## config.mk

```make
export PLATFORM = sky130hd
export DESIGN_NAME = pixel_to_ascii_downscaler_flat
export DESIGN_NICKNAME = d
export VERILOG_FILES = /design/src/hdl/pta_pkg.sv /design/src/hdl/pta_pixel_if.sv /design/src/hdl/pta_char_if.sv /design/src/hdl/pta_cfg_if.sv /design/src/hdl/pta_front.sv /design/src/hdl/pta_queue.sv /design/src/hdl/pta_back.sv /design/src/hdl/pixel_to_ascii_downscaler.sv /design/src/flat_wrapper.sv
export SDC_FILE = /design/constraint.sdc
export NUM_CORES = 1
export LEC_CHECK = 0
export BUFFER_PORTS_ARGS = -buffer_cell sky130_fd_sc_hd__buf_2
export CELL_PAD_IN_SITES_DETAIL_PLACEMENT = 1
export CELL_PAD_IN_SITES_GLOBAL_PLACEMENT = 1
export CORE_AREA = 5 5 211 213
export CTS_BUF_LIST = sky130_fd_sc_hd__clkbuf_8
export DETAILED_ROUTE_END_ITERATION = 6
export DIE_AREA = 0 0 216 218
export GPL_TIMING_DRIVEN = 0
export PLACE_DENSITY = 0.76
export SLEW_MARGIN = 40
export SYNTH_ARGS = -nofsm -noshare
export SYNTH_HDL_FRONTEND = slang
export SYNTH_HIERARCHICAL = 1
export SYNTH_SLANG_ARGS = --single-unit
```

## constraint.sdc

```tcl
create_clock -name clk -period 5.25 [get_ports clk]
set_input_delay 0.525 -clock clk [delete_from_list [all_inputs] [get_ports clk]]
set_output_delay 0.525 -clock clk [all_outputs]
set_load 0.01 [all_outputs]
```

## src/hdl/pta_pkg.sv

```systemverilog
`timescale 1ns / 1ps

package pta_pkg;

  // Widths of the configuration registers and payload fields.
  localparam int IMG_CFG_W = 13;
  localparam int DSP_CFG_W = 10;
  localparam int STEP_W    = 29;
  localparam int CFG_W     = 29;
  localparam int CFG_IDX_W = 3;
  localparam int COLOR_W   = 8;
  localparam int CHAR_W    = 7;
  localparam int SUM_W     = 10;

  // Register indexes of the configuration channel.
  localparam logic [CFG_IDX_W-1:0] CFG_IMAGE_WIDTH    = 3'd0;
  localparam logic [CFG_IDX_W-1:0] CFG_IMAGE_HEIGHT   = 3'd1;
  localparam logic [CFG_IDX_W-1:0] CFG_DISPLAY_WIDTH  = 3'd2;
  localparam logic [CFG_IDX_W-1:0] CFG_DISPLAY_HEIGHT = 3'd3;
  localparam logic [CFG_IDX_W-1:0] CFG_COLUMN_STEP    = 3'd4;
  localparam logic [CFG_IDX_W-1:0] CFG_ROW_STEP       = 3'd5;

  // Register values after reset.
  localparam logic [IMG_CFG_W-1:0] IMAGE_WIDTH_RST    = 13'd640;
  localparam logic [IMG_CFG_W-1:0] IMAGE_HEIGHT_RST   = 13'd480;
  localparam logic [DSP_CFG_W-1:0] DISPLAY_WIDTH_RST  = 10'd80;
  localparam logic [DSP_CFG_W-1:0] DISPLAY_HEIGHT_RST = 10'd24;
  localparam logic [STEP_W-1:0]    COLUMN_STEP_RST    = 29'd524288;
  localparam logic [STEP_W-1:0]    ROW_STEP_RST       = 29'd1310720;

  // Brightness levels: the channel sum divided by LEVEL_STEP, 0 to LEVEL_MAX.
  localparam int LEVEL_STEP = 76;
  localparam int LEVEL_MAX  = 10;

  localparam logic [CHAR_W-1:0] NEWLINE_CODE = 7'h0A;

  // One queue entry: up to a glyph and a newline caused by one pixel.
  typedef struct packed {
    logic              glyph_valid;
    logic [CHAR_W-1:0] glyph;
    logic              newline_valid;
    logic              newline_last;
  } entry_t;

  // Glyph for a brightness level, dark to light.
  function automatic logic [CHAR_W-1:0] glyph_code(input logic [3:0] level);
    logic [CHAR_W-1:0] code;
    case (level)
      4'd0:    code = 7'h40;  // '@'
      4'd1:    code = 7'h25;  // '%'
      4'd2:    code = 7'h23;  // '#'
      4'd3:    code = 7'h26;  // '&'
      4'd4:    code = 7'h2B;  // '+'
      4'd5:    code = 7'h3D;  // '='
      4'd6:    code = 7'h5E;  // '^'
      4'd7:    code = 7'h2D;  // '-'
      4'd8:    code = 7'h3A;  // ':'
      4'd9:    code = 7'h2E;  // '.'
      default: code = 7'h20;  // ' '
    endcase
    return code;
  endfunction

endpackage

```

## src/hdl/pta_pixel_if.sv

```systemverilog
`timescale 1ns / 1ps

interface pta_pixel_if;
  logic                        valid;
  logic                        ready;
  logic [pta_pkg::COLOR_W-1:0] red;
  logic [pta_pkg::COLOR_W-1:0] green;
  logic [pta_pkg::COLOR_W-1:0] blue;

  modport source (output valid, red, green, blue, input ready);
  modport sink (input valid, red, green, blue, output ready);
endinterface

```

## src/hdl/pta_char_if.sv

```systemverilog
`timescale 1ns / 1ps

interface pta_char_if;
  logic                       valid;
  logic                       ready;
  logic [pta_pkg::CHAR_W-1:0] character;
  logic                       frame_last;

  modport source (output valid, character, frame_last, input ready);
  modport sink (input valid, character, frame_last, output ready);
endinterface

```

## src/hdl/pta_cfg_if.sv

```systemverilog
`timescale 1ns / 1ps

interface pta_cfg_if;
  logic                          valid;
  logic                          ready;
  logic [pta_pkg::CFG_IDX_W-1:0] index;
  logic [pta_pkg::CFG_W-1:0]     data;

  modport source (output valid, index, data, input ready);
  modport sink (input valid, index, data, output ready);
endinterface

```

## src/hdl/pta_front.sv

```systemverilog
`timescale 1ns / 1ps

module pta_front #(
  parameter int MAX_IMAGE_DIM   = 4096,
  parameter int MAX_DISPLAY_DIM = 512,
  parameter int FRAC_BITS       = 16
) (
  input  logic             clk,
  input  logic             rst,
  pta_pixel_if.sink        pixel,
  pta_cfg_if.sink          cfg,
  input  logic             queue_full,
  output logic             push,
  output pta_pkg::entry_t  push_entry
);

  localparam int COL_W     = $clog2(MAX_IMAGE_DIM);
  localparam int ACC_W     = COL_W + FRAC_BITS;
  localparam int DCNT_W    = $clog2(MAX_DISPLAY_DIM) + 1;
  localparam int IMG_CMP_W = (COL_W + 1 > pta_pkg::IMG_CFG_W) ? COL_W + 1 : pta_pkg::IMG_CFG_W;
  localparam int DSP_CMP_W = (DCNT_W > pta_pkg::DSP_CFG_W) ? DCNT_W : pta_pkg::DSP_CFG_W;
  localparam int ADD_W     = ((ACC_W > pta_pkg::STEP_W) ? ACC_W : pta_pkg::STEP_W) + 1;

  // Configuration registers.
  logic [pta_pkg::IMG_CFG_W-1:0] image_width;
  logic [pta_pkg::IMG_CFG_W-1:0] image_height;
  logic [pta_pkg::DSP_CFG_W-1:0] display_width;
  logic [pta_pkg::DSP_CFG_W-1:0] display_height;
  logic [pta_pkg::STEP_W-1:0]    column_step;
  logic [pta_pkg::STEP_W-1:0]    row_step;

  // Raster and sampling state.
  logic [COL_W-1:0]  source_column, source_column_next;
  logic [COL_W-1:0]  source_row, source_row_next;
  logic [ACC_W-1:0]  column_accumulator, column_accumulator_next;
  logic [ACC_W-1:0]  row_accumulator, row_accumulator_next;
  logic [DCNT_W-1:0] emitted_columns, emitted_columns_next;
  logic [DCNT_W-1:0] emitted_rows, emitted_rows_next;

  logic [IMG_CMP_W-1:0]       iw, ih;
  logic [DSP_CMP_W-1:0]       dw, dh;
  logic                       accept;
  logic                       last_col, last_row, row_sel, pick, closed, newline;
  logic [pta_pkg::SUM_W-1:0]  sum;
  logic [3:0]                 level;

  // Saturating accumulator step; a step below one is taken as one.
  function automatic logic [ACC_W-1:0] acc_add(input logic [ACC_W-1:0] acc,
                                               input logic [pta_pkg::STEP_W-1:0] step);
    logic [ADD_W-1:0] one;
    logic [ADD_W-1:0] s;
    logic [ADD_W-1:0] t;
    logic [ADD_W-1:0] acc_max;
    one     = ADD_W'(1) << FRAC_BITS;
    acc_max = (ADD_W'(1) << ACC_W) - ADD_W'(1);
    s       = (ADD_W'(step) < one) ? one : ADD_W'(step);
    t       = ADD_W'(acc) + s;
    return (t > acc_max) ? {ACC_W{1'b1}} : t[ACC_W-1:0];
  endfunction

  assign cfg.ready   = 1'b1;
  assign pixel.ready = !queue_full;
  assign accept      = pixel.valid && !queue_full;

  // Configuration writes; indexes past the list are ignored.
  always_ff @(posedge clk) begin
    if (rst) begin
      image_width    <= pta_pkg::IMAGE_WIDTH_RST;
      image_height   <= pta_pkg::IMAGE_HEIGHT_RST;
      display_width  <= pta_pkg::DISPLAY_WIDTH_RST;
      display_height <= pta_pkg::DISPLAY_HEIGHT_RST;
      column_step    <= pta_pkg::COLUMN_STEP_RST;
      row_step       <= pta_pkg::ROW_STEP_RST;
    end else if (cfg.valid) begin
      unique case (cfg.index)
        pta_pkg::CFG_IMAGE_WIDTH:    image_width    <= cfg.data[pta_pkg::IMG_CFG_W-1:0];
        pta_pkg::CFG_IMAGE_HEIGHT:   image_height   <= cfg.data[pta_pkg::IMG_CFG_W-1:0];
        pta_pkg::CFG_DISPLAY_WIDTH:  display_width  <= cfg.data[pta_pkg::DSP_CFG_W-1:0];
        pta_pkg::CFG_DISPLAY_HEIGHT: display_height <= cfg.data[pta_pkg::DSP_CFG_W-1:0];
        pta_pkg::CFG_COLUMN_STEP:    column_step    <= cfg.data[pta_pkg::STEP_W-1:0];
        pta_pkg::CFG_ROW_STEP:       row_step       <= cfg.data[pta_pkg::STEP_W-1:0];
        default: ;
      endcase
    end
  end

  // Dimensions clamped to their legal ranges.
  always_comb begin
    iw = IMG_CMP_W'(image_width);
    ih = IMG_CMP_W'(image_height);
    dw = DSP_CMP_W'(display_width);
    dh = DSP_CMP_W'(display_height);
    if (iw == '0) iw = IMG_CMP_W'(1);
    else if (iw > IMG_CMP_W'(MAX_IMAGE_DIM)) iw = IMG_CMP_W'(MAX_IMAGE_DIM);
    if (ih == '0) ih = IMG_CMP_W'(1);
    else if (ih > IMG_CMP_W'(MAX_IMAGE_DIM)) ih = IMG_CMP_W'(MAX_IMAGE_DIM);
    if (dw == '0) dw = DSP_CMP_W'(1);
    else if (dw > DSP_CMP_W'(MAX_DISPLAY_DIM)) dw = DSP_CMP_W'(MAX_DISPLAY_DIM);
    if (dh == '0) dh = DSP_CMP_W'(1);
    else if (dh > DSP_CMP_W'(MAX_DISPLAY_DIM)) dh = DSP_CMP_W'(MAX_DISPLAY_DIM);
  end

  // Brightness level by comparing the sum against each level threshold.
  always_comb begin
    sum = pta_pkg::SUM_W'(pixel.red) + pta_pkg::SUM_W'(pixel.green)
        + pta_pkg::SUM_W'(pixel.blue);
    level = 4'd0;
    for (int k = 1; k <= pta_pkg::LEVEL_MAX; k++) begin
      if (sum >= pta_pkg::SUM_W'(k * pta_pkg::LEVEL_STEP)) level = 4'(k);
    end
  end

  // Sampling decision for the pixel at the port.
  always_comb begin
    last_col = (IMG_CMP_W'(source_column) + IMG_CMP_W'(1)) >= iw;
    last_row = (IMG_CMP_W'(source_row) + IMG_CMP_W'(1)) >= ih;
    row_sel  = (DSP_CMP_W'(emitted_rows) < dh)
            && (row_accumulator[ACC_W-1:FRAC_BITS] == source_row);
    pick     = row_sel && (DSP_CMP_W'(emitted_columns) < dw)
            && (column_accumulator[ACC_W-1:FRAC_BITS] == source_column);
    closed   = pick && ((DSP_CMP_W'(emitted_columns) + DSP_CMP_W'(1)) >= dw);
    newline  = row_sel && (closed || last_col);

    push_entry.glyph_valid   = pick;
    push_entry.glyph         = pta_pkg::glyph_code(level);
    push_entry.newline_valid = newline;
    push_entry.newline_last  = (DSP_CMP_W'(emitted_rows) + DSP_CMP_W'(1)) == dh;
    push                     = accept && (pick || newline);
  end

  // Next raster and sampling state.
  always_comb begin
    source_column_next      = source_column;
    source_row_next         = source_row;
    column_accumulator_next = column_accumulator;
    row_accumulator_next    = row_accumulator;
    emitted_columns_next    = emitted_columns;
    emitted_rows_next       = emitted_rows;
    if (pick) begin
      column_accumulator_next = acc_add(column_accumulator, column_step);
      emitted_columns_next    = emitted_columns + DCNT_W'(1);
    end
    if (newline) begin
      emitted_rows_next       = emitted_rows + DCNT_W'(1);
      row_accumulator_next    = acc_add(row_accumulator, row_step);
      column_accumulator_next = '0;
      emitted_columns_next    = '0;
    end
    if (last_col) begin
      source_column_next = '0;
      if (last_row) begin
        source_row_next         = '0;
        column_accumulator_next = '0;
        row_accumulator_next    = '0;
        emitted_columns_next    = '0;
        emitted_rows_next       = '0;
      end else begin
        source_row_next = source_row + COL_W'(1);
      end
    end else begin
      source_column_next = source_column + COL_W'(1);
    end
  end

  always_ff @(posedge clk) begin
    if (rst) begin
      source_column      <= '0;
      source_row         <= '0;
      column_accumulator <= '0;
      row_accumulator    <= '0;
      emitted_columns    <= '0;
      emitted_rows       <= '0;
    end else if (accept) begin
      source_column      <= source_column_next;
      source_row         <= source_row_next;
      column_accumulator <= column_accumulator_next;
      row_accumulator    <= row_accumulator_next;
      emitted_columns    <= emitted_columns_next;
      emitted_rows       <= emitted_rows_next;
    end
  end

endmodule

```

## src/hdl/pta_queue.sv

```systemverilog
`timescale 1ns / 1ps

module pta_queue (
  input  logic            clk,
  input  logic            rst,
  input  logic            push,
  input  pta_pkg::entry_t push_entry,
  output logic            full,
  input  logic            pop,
  output logic            head_valid,
  output pta_pkg::entry_t head
);

  localparam int DEPTH = 4;
  localparam int PTR_W = $clog2(DEPTH);

  pta_pkg::entry_t  slots [DEPTH];
  logic [PTR_W-1:0] wr_ptr, rd_ptr;
  logic [PTR_W:0]   count;
  logic             do_push, do_pop;

  assign full       = count == (PTR_W + 1)'(DEPTH);
  assign head_valid = count != '0;
  assign head       = slots[rd_ptr];
  assign do_push    = push && !full;
  assign do_pop     = pop && head_valid;

  // Entry storage.
  always_ff @(posedge clk) begin
    if (do_push) slots[wr_ptr] <= push_entry;
  end

  // Pointers and fill count.
  always_ff @(posedge clk) begin
    if (rst) begin
      wr_ptr <= '0;
      rd_ptr <= '0;
      count  <= '0;
    end else begin
      if (do_push) wr_ptr <= wr_ptr + PTR_W'(1);
      if (do_pop) rd_ptr <= rd_ptr + PTR_W'(1);
      if (do_push && !do_pop) count <= count + (PTR_W + 1)'(1);
      else if (do_pop && !do_push) count <= count - (PTR_W + 1)'(1);
    end
  end

endmodule

```

## src/hdl/pta_back.sv

```systemverilog
`timescale 1ns / 1ps

module pta_back (
  input  logic            clk,
  input  logic            rst,
  input  logic            head_valid,
  input  pta_pkg::entry_t head,
  output logic            pop,
  pta_char_if.source      result
);

  logic                       out_valid;
  logic [pta_pkg::CHAR_W-1:0] out_char;
  logic                       out_last;
  logic                       glyph_done;
  logic                       load;
  logic                       glyph_pending;

  assign result.valid      = out_valid;
  assign result.character  = out_char;
  assign result.frame_last = out_last;

  // The output register takes a new request when it is empty or being taken.
  assign load          = !out_valid || result.ready;
  assign glyph_pending = head.glyph_valid && !glyph_done;
  assign pop           = load && head_valid && !(glyph_pending && head.newline_valid);

  always_ff @(posedge clk) begin
    if (rst) begin
      out_valid  <= 1'b0;
      glyph_done <= 1'b0;
    end else if (load) begin
      out_valid <= head_valid;
      if (head_valid) begin
        glyph_done <= glyph_pending && head.newline_valid;
      end
    end
  end

  // Glyph goes out first, then the newline of the same entry.
  always_ff @(posedge clk) begin
    if (load && head_valid) begin
      if (glyph_pending) begin
        out_char <= head.glyph;
        out_last <= 1'b0;
      end else begin
        out_char <= pta_pkg::NEWLINE_CODE;
        out_last <= head.newline_last;
      end
    end
  end

endmodule

```

## src/hdl/pixel_to_ascii_downscaler.sv

```systemverilog
`timescale 1ns / 1ps

// Channel  Role    Payload
// pixel    sink    red, green, blue (8 bits each), raster order
// result   source  character (7 bits), frame_last
// cfg      sink    index (3 bits), data (29 bits); always ready
//
// The front takes one pixel per cycle while the queue is not full and decides
// its results in that cycle. A pixel with a glyph and a newline gives two
// characters on the result side; the four-entry queue between front and back
// absorbs such bursts. A pixel's first result passes the queue and the output
// register of the back. Pixel ready drops only while the queue is full.
module pixel_to_ascii_downscaler #(
  parameter int MAX_IMAGE_DIM   = 4096,
  parameter int MAX_DISPLAY_DIM = 512,
  parameter int FRAC_BITS       = 16
) (
  input logic        clk,
  input logic        rst,
  pta_pixel_if.sink  pixel,
  pta_char_if.source result,
  pta_cfg_if.sink    cfg
);

  logic            queue_full;
  logic            push;
  pta_pkg::entry_t push_entry;
  logic            pop;
  logic            head_valid;
  pta_pkg::entry_t head;

  pta_front #(
    .MAX_IMAGE_DIM   (MAX_IMAGE_DIM),
    .MAX_DISPLAY_DIM (MAX_DISPLAY_DIM),
    .FRAC_BITS       (FRAC_BITS)
  ) u_front (
    .clk        (clk),
    .rst        (rst),
    .pixel      (pixel),
    .cfg        (cfg),
    .queue_full (queue_full),
    .push       (push),
    .push_entry (push_entry)
  );

  pta_queue u_queue (
    .clk        (clk),
    .rst        (rst),
    .push       (push),
    .push_entry (push_entry),
    .full       (queue_full),
    .pop        (pop),
    .head_valid (head_valid),
    .head       (head)
  );

  pta_back u_back (
    .clk        (clk),
    .rst        (rst),
    .head_valid (head_valid),
    .head       (head),
    .pop        (pop),
    .result     (result)
  );

endmodule

```

## src/flat_wrapper.sv

```systemverilog
// flat-port wrapper written by rule: the top's interface ports become plain ports
module pixel_to_ascii_downscaler_flat 
#(
  parameter int MAX_IMAGE_DIM   = 4096,
  parameter int MAX_DISPLAY_DIM = 512,
  parameter int FRAC_BITS       = 16
)
  (clk, rst, pixel_valid, pixel_red, pixel_green, pixel_blue, pixel_ready, result_valid, result_character, result_frame_last, result_ready, cfg_valid, cfg_index, cfg_data, cfg_ready);
  pta_pixel_if pixel_i ();
  pta_char_if result_i ();
  pta_cfg_if cfg_i ();
  input logic clk;
  input logic rst;
  input wire logic [$bits(pixel_i.valid)-1:0] pixel_valid;
  input wire logic [$bits(pixel_i.red)-1:0] pixel_red;
  input wire logic [$bits(pixel_i.green)-1:0] pixel_green;
  input wire logic [$bits(pixel_i.blue)-1:0] pixel_blue;
  output wire logic [$bits(pixel_i.ready)-1:0] pixel_ready;
  output wire logic [$bits(result_i.valid)-1:0] result_valid;
  output wire logic [$bits(result_i.character)-1:0] result_character;
  output wire logic [$bits(result_i.frame_last)-1:0] result_frame_last;
  input wire logic [$bits(result_i.ready)-1:0] result_ready;
  input wire logic [$bits(cfg_i.valid)-1:0] cfg_valid;
  input wire logic [$bits(cfg_i.index)-1:0] cfg_index;
  input wire logic [$bits(cfg_i.data)-1:0] cfg_data;
  output wire logic [$bits(cfg_i.ready)-1:0] cfg_ready;
  assign pixel_i.valid = pixel_valid;
  assign pixel_i.red = pixel_red;
  assign pixel_i.green = pixel_green;
  assign pixel_i.blue = pixel_blue;
  assign pixel_ready = pixel_i.ready;
  assign result_valid = result_i.valid;
  assign result_character = result_i.character;
  assign result_frame_last = result_i.frame_last;
  assign result_i.ready = result_ready;
  assign cfg_i.valid = cfg_valid;
  assign cfg_i.index = cfg_index;
  assign cfg_i.data = cfg_data;
  assign cfg_ready = cfg_i.ready;
  pixel_to_ascii_downscaler #(.MAX_IMAGE_DIM(MAX_IMAGE_DIM), .MAX_DISPLAY_DIM(MAX_DISPLAY_DIM), .FRAC_BITS(FRAC_BITS)) u_core (.clk(clk), .rst(rst), .pixel(pixel_i), .result(result_i), .cfg(cfg_i));
endmodule
```

# [Word level (Yosys, flattened, before mapping)]
# Memories as Yosys holds them, arrays and structs flattened. A register that Yosys moved wholly into a read port is not among the register bits.
# Index checks and enable logic that the tools add are counted.
[word_totals] mem_count=2 word_cells=150 in_bits=61 out_inout_bits=11 reg_bits=221 rom_bits=112 ram_bits=40
[op_classes] n_mux=44 n_lt_le_gt_ge=23 add_sub_neg=14 n_eq_ne=9 n_reduce_logical=39
[memory_table] memory="(name not given)" depth=16 width=7 rd=1 rd_clocked_by_memory_dff=0 wr=0 line="pta_pkg.sv:48" source="case (level)"
[memory_table] memory="u_core.u_queue.slots" depth=4 width=10 rd=1 rd_clocked_by_memory_dff=1 wr=1 line="pta_queue.sv:17" source="pta_pkg::entry_t slots [DEPTH];"
[op_table] cell="$mux W28" n=9
[op_table] cell="$mux W10" n=11
[op_table] cell="$add A28 B29 Y30" n=2
[op_table] cell="$gt A30 B28 Y1 const B" n=2
[op_table] cell="$lt A29 B17 Y1 const B" n=2
[op_table] cell="$mux W29" n=2
[op_table] cell="$mux W13" n=4
[op_table] cell="$ge A10 B10 Y1 const B" n=4
[op_table] cell="$mux W4" n=9
[op_table] cell="$ge A10 B9 Y1 const B" n=3
[op_table] cell="$add A12 B1 Y13 const B" n=2
[op_table] cell="$ge A13 B13 Y1" n=2
[op_table] cell="$gt A13 B13 Y1 const B" n=2
[op_table] cell="$logic_not A13 Y1" n=2
[op_table] cell="$add A12 B1 Y12 const B" n=2
[op_table] cell="$eq A12 B12 Y1" n=2
[op_table] cell="$mux W12" n=2
[op_table] cell="$add A10 B1 Y10 const B" n=2
[op_table] cell="$ge A10 B8 Y1 const B" n=2
[op_table] cell="$gt A10 B10 Y1 const B" n=2
[op_table] cell="$logic_not A10 Y1" n=2
[op_table] cell="$lt A10 B10 Y1" n=2
[op_table] cell="$reduce_and A2 Y1" n=8
[op_table] cell="$logic_and A1 B1 Y1" n=15
[op_table] cell="19 further kinds" n=34

# [Depth between registers and ports, before layout]
[logic_depth] word_depth=17 depth_mapped=21 mapped_depth_nobuf=21

# [By module]
# The synthesis kept the hierarchy.
[modules_own_cells] module="pta_front" instances=1 cells_per_inst=1896 area_each_um2=14355.0 seq_area_each_um2=4083.9
[modules_own_cells] module="pta_queue" instances=1 cells_per_inst=100 area_each_um2=1910.6 seq_area_each_um2=1381.3
[modules_own_cells] module="pta_back" instances=1 cells_per_inst=29 area_each_um2=405.4 seq_area_each_um2=280.3

# [Worst setup path after synthesis]
# OpenSTA, ideal clock, no wires.
[synth_timing] path_type="reg2reg" start="register u_core.u_front.source_column[0]" end="register u_core.u_queue.count[2]" n_path_buf=0 path_stages_with_launch=22 path_slack_ns=0.952 arrival_time_ns=4.228 synth_period_minus_slack_ns=4.298 path_cell_list="dfxtp_1 > ha_1 > and3_1 > and3_1 > and3_1 > and3_1 > xor2_1 > ha_1 > o21ai_0 > a21oi_1 > nand2_1 > o211ai_1 > nand3_1 > a21oi_1 > inv_1 > nor2_2 > ha_1 > inv_1 > fa_1 > xor2_1 > or3_1 > a21oi_1"
[synth_between] elab_chain_len=11 word_cells_on_any_way=15 cone_classes="add/sub (1); order compare (1); eq/ne (1); mux (1); reduce/logical (11)"
[synth_lines] item="start: declaration" line="pta_front.sv:33" source="logic [COL_W-1:0] source_column, source_column_next;"
[synth_lines] item="start signal: assignment" line="pta_front.sv:174" source="source_column <= source_column_next;"
[synth_lines] item="parallel branches: the longest is 5 deep, another holds $add A12 B1 Y13"
[synth_lines] item="$logic_or A1 B1 Y1 (*)" line="pta_front.sv:128" source="push = accept && (pick || newline);"
[synth_lines] item="$logic_and A1 B1 Y1 (*)" line="pta_front.sv:128"
[synth_lines] item="named net u_core.push" line="pixel_to_ascii_downscaler.sv:26" source="logic push;"
[synth_lines] item="$logic_and A1 B1 Y1 (*)" line="pta_queue.sv:25" source="assign do_push = push && !full;"
[synth_lines] item="named net u_core.u_queue.do_push" line="pta_queue.sv:20" source="logic do_push, do_pop;"
[synth_lines] item="$logic_not A1 Y1" line="pta_queue.sv:43" source="else if (do_pop && !do_push) count <= count - (PTR_W + 1)'(1);"
[synth_lines] item="$logic_and A1 B1 Y1" line="pta_queue.sv:43"
[synth_lines] item="$reduce_bool A2 Y1 (no line)"
[synth_lines] item="end signal: assignment" line="pta_queue.sv:42" source="if (do_push && !do_pop) count <= count + (PTR_W + 1)'(1);"
[synth_lines] item="end signal: assignment" line="pta_queue.sv:43"
[synth_lines] item="end: declaration" line="pta_queue.sv:19" source="logic [PTR_W:0] count;"
# Mark *: on every way through the listed nets, which the timed path passes.
# A chain may end at the register's enable or synchronous reset.

# [Worst setup path after layout]
[layout_timing] start="register u_core/u_front/column_step[16] (netlist bit)" end="register u_core.u_front.column_accumulator[8]"
[layout_between] elab_chain_len=9
[layout_lines] item="start: declaration" line="pta_front.sv:29" source="logic [pta_pkg::STEP_W-1:0] column_step;"
[layout_lines] item="start signal: assignment" line="pta_front.sv:72" source="column_step <= pta_pkg::COLUMN_STEP_RST;"
[layout_lines] item="start signal: assignment" line="pta_front.sv:80" source="pta_pkg::CFG_COLUMN_STEP: column_step <= cfg.data[pta_pkg::STEP_W-1:0];"
[layout_lines] item="$lt A29 B17 Y1" line="pta_front.sv:56" source="s = (ADD_W'(step) < one) ? one : ADD_W'(step);"
[layout_lines] item="$mux W29 (*)" line="pta_front.sv:56"
[layout_lines] item="$add A28 B29 Y30 (*)" line="pta_front.sv:57" source="t = ADD_W'(acc) + s;"
[layout_lines] item="$gt A30 B28 Y1" line="pta_front.sv:58" source="return (t > acc_max) ? {ACC_W{1'b1}} : t[ACC_W-1:0];"
[layout_lines] item="$mux W28 (*)" line="pta_front.sv:58"
[layout_lines] item="$mux W28 (*)" line="pta_front.sv:139" source="if (pick) begin"
[layout_lines] item="$mux W28 (*)" line="pta_front.sv:143" source="if (newline) begin"
[layout_lines] item="$mux W28" line="pta_front.sv:151" source="if (last_row) begin"
[layout_lines] item="$mux W28 (*)" line="pta_front.sv:149" source="if (last_col) begin"
[layout_lines] item="end signal: assignment" line="pta_front.sv:176" source="column_accumulator <= column_accumulator_next;"
[layout_lines] item="end: declaration" line="pta_front.sv:35" source="logic [ACC_W-1:0] column_accumulator, column_accumulator_next;"
# Every way passes the cells marked *; elsewhere a longest branch is shown, timed or not.

==> results.toml <==
[power_and_ir_drop]
seq_power_share = 0.371
p_leak_uw = 0.00777
comb_power_share = 0.315
ir_worst_vdd_mv = 0.239
power_switching_uw = 2390
power.density_nw_per_um2 = 356
sw_frac_of_total = 0.356
p_clk_frac = 0.314
p_int_uw = 4320
total_power_uw = 6700

[job]
cap_viol_max_count = 0

[clocking]
cts_num_sinks = 263
cts_made_buffers = 49
cts_max_path_buffers = 3
clk_pin_slew_ns = 0.06
cts_root_buf = "clkbuf_8"
cts_hold_repair.buffers = 0
worst_skew_pair.late_latency_ns = 0.62
cts_tree = "done"
cts.htree.levels = 2

[drt]
wl_per_cell_um = 19.7
drtIter0Drc = 760
antenna_left = 0
drt_pass1_iterations = 5
routed_wl_um = 53800
viasPerCell = 5.66
routed-via-count = 15500
drc = 0

[synth]
yosysUniqueCellTypes = 86
yosys_most_used_dff = "dfxtp_1"
syn_inst = 2025
syn_area_per_cell_um2 = 8.23
syn-num-nets = 2230
syn_area_um2 = 16700
synth-edff-count = 48
synth_seq_cells = 263
synth_warnings = 6
async_reset_ff_frac = 0
ys_seq_area_frac = 0.345

[hold_path]
hold_class = "input pin to register"

[setup_path]
worstPathArrival_ns = 5.34
end_kind = "register"
crit_path_start_kind = "register"
critPathKind = "register to register"
worstPathMaxFanout = 10
cp.required_ns = 5.74
worst-r2r-setup-slack_ns = 0.41

[global_routing]
antenna_found_initial = 0
grt_max_degree = 13
overflow = 0
grtUsageTotal = 0.223
grt_pass1_vias = 16100
grt_pass1_wl_um = 85100

[timing]
skew_ns = 0.0389
hold_viol = 0
rsz0062_at_grt = "false"
min_period_ns = 4.84
worst_slack_ns = 0.407
setup_viol = 0
slew_headroom = 0.420
timing.fmax_mhz = 206
min_period_over_period = 0.923
holdWs_ns = 0.153
setup_tns_ns = 0
worst_pin_slew_ns = 0.868
report.final.slew_viol_count = 0

[placement]
dp_slack_ns = 0.123
place.detailed.hpwl_um = 41300
io_buffers = 69
place_congestion = 0.919

[floorplanning]
die_w_um = 216
coreArea_um2 = 42500
die_h_um = 218
rows = 76
num_io_pins = 72
die-area_um2 = 47100
start_util = 0.392

[finish]
seq_area_um2 = 5750
multi_input_area_um2 = 10200
area_growth_pct = 12.8
final_common_cell = "nand2_1"
layout_common_cells = "nand2_1 (325), dfxtp_1 (214), a21oi_1 (190)"
fill_cells = 5157
drive_above_1_share = 0.0969
postLayoutCoreUtil = 0.442
final_nets = 2353

[status]
run_status = "completed"
==> sequential cells by signal (all words and copies together), names as in the netlist, 13 cells and up, named ones only <==
register                           count
u_core/u_front/row_step               29
u_core/u_front/column_accumulator     28
u_core/u_front/image_height           13
u_core/u_front/image_width            13
u_core/u_front/row_accumulator        28
u_core/u_front/column_step            29
u_core/u_queue/slots                  40
==> critical path, cell delays in order (launching register included) <==
cell and delay (ns):
dfxtp_1 0.33, nor4_1 0.36, nand4_1 0.33, clkbuf_1 0.29, and2_1 0.25, ha_1 0.22, fa_1 0.41, a21oi_1 0.22
o22ai_1 0.16, o21ai_0 0.50, o311ai_1 0.31, a31oi_1 0.27, mux2i_1 0.25, nand3_2 0.14, clkbuf_1 0.29, nor3_1 0.28
o21ai_1 0.11
==> power groups by stage <==
| stage | combinational, uW | sequential (uW) | clock (uW) |
|---|---|---|---|
| 3_3_place_gp | 1960 | 2510 | 0 |
| 3_5_place_dp | 2070 | 2530 | 0 |
| 4_1_cts | 2090 | 2490 | 2170 |
| 6_report | 2110 | 2490 | 2110 |
| 2_1_floorplan | 1460 | 2500 | 0 |
| 5_1_grt | 2330 | 2510 | 2250 |
==> cells by family after synthesis <==
family          count (synthesis)  share of synthesized area
flops                         263                      0.345
mux                            16                     0.0172
xor+xnor                      124                     0.0651
fa+ha+maj                     144                      0.113
compound gates                512                      0.196
other cells                     1                   0.000225
buf+inv                       185                     0.0453
simple gates                  780                      0.218
==> per-stage QoR <==
stage | instance area (um^2) | std cells
after floorplan | 16700 | 2025
after global placement | 17700 | 2640
after detailed placement | 17700 | 2640
after CTS | 18700 | 2730
after global routing | 18800 | 2733
final | 18800 | 2734
==> synth_stat cells, drive strengths merged, types with 17 or more instances <==
| cell | n | area, um^2 |
|---|---|---|
| o21a | 17 | 128 |
| nor2 | 131 | 494 |
| xnor2 | 71 | 622 |
| inv | 75 | 282 |
| edfxtp | 48 | 1440 |
| dfxtp | 215 | 4300 |
| o21ai | 91 | 455 |
| and2 | 60 | 375 |
| a21o | 31 | 233 |
| nor4 | 18 | 119 |
| a21oi | 194 | 975 |
| clkbuf | 92 | 347 |
| and3 | 35 | 219 |
| xor2 | 53 | 464 |
| ha | 132 | 1650 |
| nand2 | 325 | 1220 |
| o211ai | 18 | 140 |
| a211oi | 19 | 148 |
| nor3 | 73 | 365 |
| o31ai | 18 | 150 |
| a31oi | 22 | 138 |
| nand3 | 58 | 295 |
==> worst paths after layout <==
path / from / end / depth (start not counted)
max: u_core/u_front/column_step[16] / u_core/u_front/column_accumulator[8] / 16
min: rst / u_core/u_back/glyph_done / 2
max reg2reg: u_core/u_front/column_step[16] / u_core/u_front/column_accumulator[8] / 16
min reg2reg: u_core/u_front/column_step[8] / u_core/u_front/column_step[8] / 2
==> layout make-up <==
class,count,share of cell area
Multi-Input combinational cell,1577,0.543
Clock inverter,30,0.0112
Antenna cell,1,0.000133
Timing Repair Buffer,72,0.0194
Clock buffer,60,0.0439
Inverter,77,0.0154
Tap cell,546,0.0363
Sequential cell,263,0.306
Buffer,108,0.0252
==> routing by layer <==
metal	up-vias	wire length [um]	global-route usage	share of wire
met3	108	2190	0.0333	0.041
met2	321	26100	0.390	0.49
li1	7450	-	-	-
met4	0	1650	0.0774	0.031
met1	7582	23800	0.281	0.44
met5	-	0	0	0
==> repair_timing <==
action / CTS / global route
resized for setup: 0 / 17
setup buffers: 0 / 2
endpoints found under the setup margin: 0 / 44
Power figures use the tool's default switching activity.
